[config.mk]
export PLATFORM = sky130hd
export DESIGN_NAME = q2e_sqrt_cell
export DESIGN_NICKNAME = d
export VERILOG_FILES = /design/src/rtl/core/q2e_sqrt_cell.sv
export SDC_FILE = /design/constraint.sdc
export NUM_CORES = 1
export LEC_CHECK = 0
export BUFFER_PORTS_ARGS = -buffer_cell sky130_fd_sc_hd__buf_2
export CORE_MARGIN = 3
export CORE_UTILIZATION = 45
export DETAILED_ROUTE_END_ITERATION = 8
export PLACE_DENSITY = 0.85
export SYNTH_ARGS = -nofsm -noshare
export SYNTH_HDL_FRONTEND = slang
export SYNTH_SLANG_ARGS = --single-unit
[constraint.sdc]
create_clock -name clk -period 2.9 [get_ports clk]
set_input_delay 0.29 -clock clk [delete_from_list [all_inputs] [get_ports clk]]
set_output_delay 0.29 -clock clk [all_outputs]
set_load 0.02 [all_outputs]
[src/rtl/core/q2e_sqrt_cell.sv]
`timescale 1ns / 1ps
// One bit of a restoring square root, registered; rem carries radicand minus root squared.
module q2e_sqrt_cell #(
    parameter int BIT = 0
) (
    input  logic        clk,
    input  logic [63:0] rem_in,
    input  logic [31:0] root_in,
    output logic [63:0] rem_out,
    output logic [31:0] root_out
);
    logic [63:0] rem_reg;
    logic [31:0] root_reg;
    logic [63:0] rem_next;
    logic [31:0] root_next;
    logic [63:0] inc;

    always_comb
    begin
        // (root + 2^BIT)^2 - root^2 = root * 2^(BIT+1) + 2^(2*BIT)
        inc = ({32'd0, root_in} << (BIT + 1)) + (64'd1 << (2 * BIT));
        rem_next = rem_in;
        root_next = root_in;
        if (inc <= rem_in)
        begin
            rem_next = rem_in - inc;
            root_next = root_in | (32'd1 << BIT);
        end
    end

    always_ff @(posedge clk)
    begin
        rem_reg  <= rem_next;
        root_reg <= root_next;
    end

    assign rem_out = rem_reg;
    assign root_out = root_reg;
endmodule

==> impl_metrics.toml <==
[clock_tree]
cts_root_buf = "clkbuf_16"
clk_pin_slew_ps = 60
h-tree-depth = 3
cts_num_sinks = 96
cts_buffers = 9
cts_tree = "yes"
cts_buffer_depth = 2

[power_and_ir_drop]
p_leak_nw = 3.41
power_frac_clock = 0.286
swShare = 0.325
internal_power_mw = 2.55
ir_drop_mv = 0.356
power_frac_seq = 0.401
p_switching_mw = 1.22
combPwrFrac = 0.313
p_per_area_mw_per_mm2 = 521

[layout]
syn_to_final_growth_pct = 37.2
final_nets = 1016
multiInputGateArea_mm2 = 0.00312
n_antenna_cell = 0
n_fill_cell = 955
final_util = 0.650
seq_area_mm2 = 0.00192
drive_gt1_frac = 0.356

[synth]
ys_warn_count = 0
ys_seq_elements = 96
yosysSeqAreaShare = 0.364
yosys.area.top_type = "dfxtp_1"
synth_cell_types = 68
synth_area_mm2 = 0.00527
synth_top_area_frac = 0.364
syn_nets = 748
synth_flop_cell = "dfxtp_1"
postSynthCellCount = 617
avgSynthCellArea_um2 = 8.55
synth_edf_count = 0
synth.top_cells.by_count = "dfxtp_1 (96), nand2_1 (71), o21ai_0 (48)"
async_reset_ff_frac = 0
synth.most_common_cell = "dfxtp_1"
synth.area.top_cells = "dfxtp_1 (36%), ha_1 (7.8%), xor2_1 (6.8%), nand2_1 (5.1%), o21ai_0 (4.6%)"

[drt]
drtPass1Iterations = 4
vias_per_cell = 5.45
ant_nets = 0
num_vias = 5603
drt_iter0_markers = 517
wl_um = 16500
drc = 0
wire_per_inst_um = 16.1

[sta]
hold_viol = 0
relSlewSlack = 0.710
drv_slew = 0
fmax_ghz = 0.357
setup_viol = 0
setup_ws_ps = 102
period_share = 0.965
rsz0062_at_grt = "false"
post-route-min-period_ps = 2800
worst-slew-pin-transition_ps = 431

[placed_design]
dp_hpwl_um = 13800
numPortBuffers = 192
dp_slack_ps = -199
place_congestion = 0.938

[worst_hold_path]
hold_start = "root_in[23]"
hold_end = "root_out[23]"
holdPathStages = 1
hp-class = "input port to register"

[floorplanning]
fp-row-count = 38
io_pins = 193
die-area_mm2 = 0.0131
coreArea_mm2 = 0.0111
die_w_um = 114
start_util = 0.474
chipHeight_um = 114

[critical_path]
start_kind = "input port"
critical_path.max_fanout = 4
cp_slowest_cell = "or4_4"
crit_path_cell_trace = "buf_2 -> inv_1 -> ha_1 -> or4b_4 -> or4_4 -> nor2_4 -> buf_4 -> a311oi_4 -> nor4_1 -> buf_4 -> nor3b_2 -> xor2_1"
critPathArrivalTime_ps = 3070
cp.required_ps = 3170
crit_top_cell = "buf_4"
cp_slowest_stage_delay_ps = 510
worstSetupPathType = "input port to register"
worstSetupEndpointType = "register"

[grt]
grt_util_all_layers = 0.247
grt_antenna_before_repair = 0
overflow = 0
grt_first_pass_wirelength_um = 26000
grt_max_degree = 29
grt_pass1_vias = 5381

[run_status]
outcome = "completed"

[run]
maxCapViolCount = 0
critical path: cells and delay by family:
kind / cells / cell delay [ps]
compound gates: 1 / 100
xor+xnor: 1 / 150
fa+ha+maj: 1 / 340
buf+inv: 4 / 460
simple gates: 5 / 1710
layout by cell type (no fill, tap or decap), drive strengths merged, types with 3 or more instances in the layout:
cell    count
buf       276
dfxtp      96
nand2      71
o21ai      52
a21oi      44
xor2       41
inv        39
nor2       34
ha         33
nor3       22
xnor2      20
nand4      15
nor4       12
nand3      11
clkbuf     11
a21o       10
or4        10
or3         8
nand2b      7
a211oi      6
a31oi       6
nor3b       5
o32ai       4
o21a        4
o31ai       4
o211ai      3
o21bai      3
or2         3
cell families after synthesis:
group	after synthesis	synth area share
adder cells (fa/ha/maj)	34	0.0821
XOR/XNOR	61	0.101
buffers and inverters	58	0.0458
AO/OA/AOI/OAI	152	0.183
multiplexers	2	0.00427
AND/OR/NAND/NOR	214	0.219
flip-flops	96	0.364
through the flow:
step | instance area [µm²] | std cells | power [mW] | TNS (ps) | hold WS (ps)
3_5_place_dp | 6970 | 1014 | 2.71 | -2570 | 408
4_1_cts | 7230 | 1028 | 3.78 | 0 | 58.0
2_1_floorplan | 5270 | 617 | 2.20 | 0 | 318
3_3_place_gp | 6970 | 1014 | 2.68 | -1380 | 406
6_report | 7230 | 1028 | 3.77 | 0 | 63.5
5_1_grt | 7230 | 1028 | 3.95 | 0 | 58.5
per-layer routing:
| layer | track usage | up-vias | part of all wire |
|---|---|---|---|
| li1 | - | 2736 | - |
| met1 | 0.328 | 2557 | 0.42 |
| met2 | 0.404 | 276 | 0.46 |
| met3 | 0.0455 | 34 | 0.085 |
| met4 | 0.0839 | 0 | 0.026 |
| met5 | 0 | - | 0 |
power by group through the flow:
| stage | sequential (mW) | combinational (mW) | clock (mW) |
|---|---|---|---|
| 2_1_floorplan | 1.74 | 0.458 | 0 |
| 3_3_place_gp | 1.53 | 1.15 | 0 |
| 3_5_place_dp | 1.54 | 1.16 | 0 |
| 4_1_cts | 1.51 | 1.17 | 1.09 |
| 5_1_grt | 1.53 | 1.28 | 1.15 |
| 6_report | 1.51 | 1.18 | 1.08 |
flip-flops by register name, summed over array words and instances (netlist names):
name and count:
rem_out 64, root_out 32
final cells by class:
cell class	instances	area share
multi-input combinational	463	0.432
clock buffer	11	0.0336
inverter	39	0.0202
sequential	96	0.266
timing repair buffer	276	0.222
tap	140	0.0242
clock inverter	3	0.00277
timing repair:
item | 4_1_cts | 5_1_grt
hold buffers | 0 | 0
gates resized for setup | 0 | 1
buffers inserted | 0 | 0
endpoints found under the setup margin | 0 | 2
worst max path at each step:
stage,startpoint,to,slack (ps),cells after the start
2_1_floorplan,root_in[17],rem_out[45],8,11
3_3_place_gp,root_in[31],rem_out[50],-170,12
3_5_place_dp,root_in[31],rem_out[37],-200,12
4_1_cts,root_in[31],rem_out[37],150,12
5_1_grt,root_in[31],rem_out[37],20,12
6_report,root_in[31],rem_out[50],100,12
Note: power is estimated with default switching activity, not from simulation.
